--- config.mk ---
export PLATFORM = sky130hd
export DESIGN_NAME = trs_delay
export DESIGN_NICKNAME = d
export VERILOG_FILES = /design/src/rtl/trs_delay.sv
export SDC_FILE = /design/constraint.sdc
export NUM_CORES = 1
export LEC_CHECK = 0
export ABC_AREA = 0
export BUFFER_PORTS_ARGS = -buffer_cell sky130_fd_sc_hd__buf_4
export CORE_MARGIN = 5
export CORE_UTILIZATION = 50
export DETAILED_ROUTE_END_ITERATION = 10
export HOLD_SLACK_MARGIN = 0.03
export PLACE_DENSITY_LB_ADDON = 0.08
export SLEW_MARGIN = 20
export SYNTH_ARGS = -nofsm -noshare
export SYNTH_HDL_FRONTEND = slang
export SYNTH_SLANG_ARGS = --single-unit
--- constraint.sdc ---
create_clock -name aclk -period 2 [get_ports aclk]
set_clock_uncertainty 0.1 [all_clocks]
set_input_delay 0.3 -clock aclk [delete_from_list [all_inputs] [get_ports aclk]]
set_output_delay 0.3 -clock aclk [all_outputs]
set_load 0.005 [all_outputs]
--- src/rtl/trs_delay.sv ---
`default_nettype none

module trs_delay #(
    parameter int WIDTH = 8,
    parameter int DEPTH = 4
) (
    input  wire logic             aclk,
    input  wire logic             aresetn,
    input  wire logic             en,
    input  wire logic             in_valid,
    input  wire logic [WIDTH-1:0] in_data,
    output logic                  out_valid,
    output logic [WIDTH-1:0]      out_data
);

    logic [WIDTH-1:0] data_reg [0:DEPTH-1];
    logic [DEPTH-1:0] vld_reg;

    always_ff @(posedge aclk) begin
        if (!aresetn) begin
            vld_reg <= '0;
        end else if (en) begin
            vld_reg <= {vld_reg[DEPTH-2:0], in_valid};
        end
    end

    always_ff @(posedge aclk) begin
        if (en) begin
            data_reg[0] <= in_data;
            for (int i = 1; i < DEPTH; i++) begin
                data_reg[i] <= data_reg[i-1];
            end
        end
    end

    assign out_valid = vld_reg[DEPTH-1];
    assign out_data  = data_reg[DEPTH-1];

endmodule

`default_nettype wire

==> out/metrics.cfg <==
[status]
status=complete, no violations

[critical_path]
path_max_fanout=1
cp.buffers_inverters=1
crit_family=flip-flops
crit_type=register to primary output
arrival_ns=0.83
end_kind=primary output
cp.required_ns=1.60
crit_chain=buf_4
crit_path_start_kind=register
slowest_delay_ns=0.37
crit_slowest_cell=edfxtp_1

[final_layout]
largest_reg_flops=32
final_common_cell=edfxtp_1
finalNonFillerCells=108
drive_above_1_share_pct=33.8
final_nets=91
fin_util_pct=65.6
final_cell_mix=edfxtp_1 (32), buf_4 (20), dlygate4sd3_1 (8)
area_growth_pct=27.3
antennaDiodeCount=0
stdcell_area_mm2=0.00142

[grt]
grt-ovfl-total=0
grt_pass1_wl_um=2060
grt_pass1_vias=471
track_usage_pct=9.05
grt_max_degree=37
antenna_found_initial=0

[timing]
relSlewSlack_pct=71.3
fin_ws_ns=0.767
hold_viol_final=0
finalCriticalPeriod_ns=1.23
rsz0062_at_grt=no
timing.fmax_ghz=0.811
setup_viol=0
tightest_slew_ns=0.431
fin_hold_ws_ns=0.100
fin_crit_sh_pct=61.6
report.final.slew_viol_count=0
final.setup.tns_ns=0

[yosys]
yosysSeqAreaShare_pct=93.2
ys_ff_latch=36
synthDistinctLibCells=5
synthXorXnorAreaFrac_pct=0
synth_top_family_by_area=multiplexers
synth-simple-area-share_pct=2.24
syn_area_mm2=0.00112
syn_nets=57
synth_compound_area_share_pct=0
syn_inst=45
muxShareOfSynthArea_pct=3.58
avgSynthCellArea_um2=24.8
synth-adder-area-share_pct=0
yosys_warnings=0

[drt]
postRouteAntennaNets=0
routedWlPerCell_um=11.2
drc_errors=0
num_vias=481
vias_per_cell=4.45
drtIter0Drc=5
dr.pass1.iters=4
postRouteWirelength_um=1210

[clock_network]
h-tree-depth=2
path_clk_slew_ns=0.10
cts_buffer_depth=2
cts_tree=yes
cts_root_buf=clkbuf_4
cts.sink_count=36
cts_buffers=5
clk_latency_ns=0.33

[placed_design]
place_worst_setup_slack_ns=0.793
place.gp.congestion=0.631
post-dp-hpwl_um=669
port_buffers=20
dpl_cell_area_mm2=0.00129
place_inst=92

[pwr]
power.total_mw=1.28
p_leak_nw=0.536
power_density_mw_per_mm2=903
ir_worst_vdd_mv=0.535

[die]
ioPinCount=21
fp.dieH_um=57.3
die-area_mm2=0.00328
start_util_pct=51.5
die_w_um=57.3
core_mm2=0.00217
row_count=17

[worst_hold_path]
hp-class=input pin to register

[run]
maxCapViolCount=0

[cells by family (layout without fill, tap and decap cells)]
family                 Yosys count  count (layout)
muxes                            4               4
and+or+nand+nor                  4               4
DFF                             36              36
buffers and inverters            1              36
[path summary, 6_finish.rpt]
kind | from | depth (start not counted) | end | slack [ns]
max | data_reg[3][1] | 1 | out_data[1] | 0.77
min | aresetn | 2 | vld_reg[0] | 0.10
max reg2reg | data_reg[1][3] | 0 | data_reg[2][3] | 1.26
min reg2reg | data_reg[2][5] | 0 | data_reg[3][5] | 0.33
[layout make-up]
class                           instances  area (µm²)
Sequential cell                        36        1040
Multi-Input combinational cell          8        65.1
Timing Repair Buffer                   28         230
Fill cell                             155         747
Tap cell                               28        35.0
Clock buffer                            5        37.5
Clock inverter                          3        13.8
[synthesized netlist by cell type]
library cell | count | area, µm²
edfxtp_1 | 32 | 961
dfxtp_1 | 4 | 80.1
mux2i_1 | 4 | 40.0
nor2b_1 | 4 | 25.0
buf_6 | 1 | 11.3
[what timing repair did]
| item | in CTS | in global routing |
|---|---|---|
| resized for setup | 0 | 0 |
| hold buffers | 8 | 0 |
| hold endpoints to repair | 8 | 0 |
| setup buffers | 0 | 0 |
[where the power goes]
group / leakage, nW / switching (mW) / internal [mW] / total (mW)
combinational: 0.158 / 0.0235 / 0.0382 / 0.0617
clock: 0.0324 / 0.212 / 0.129 / 0.341
sequential: 0.346 / 0.0107 / 0.871 / 0.882
total: 0.536 / 0.246 / 1.04 / 1.28
[metal layers]
metal | vias up | share of wire (%) | global-route usage (%)
met3 | 4 | 13 | 6.33
met4 | 0 | 3.1 | 6.95
li1 | 241 | - | -
met5 | - | 0 | 0
met2 | 25 | 42 | 12.2
met1 | 211 | 43 | 9.74
(Power assumes the default switching activity.)
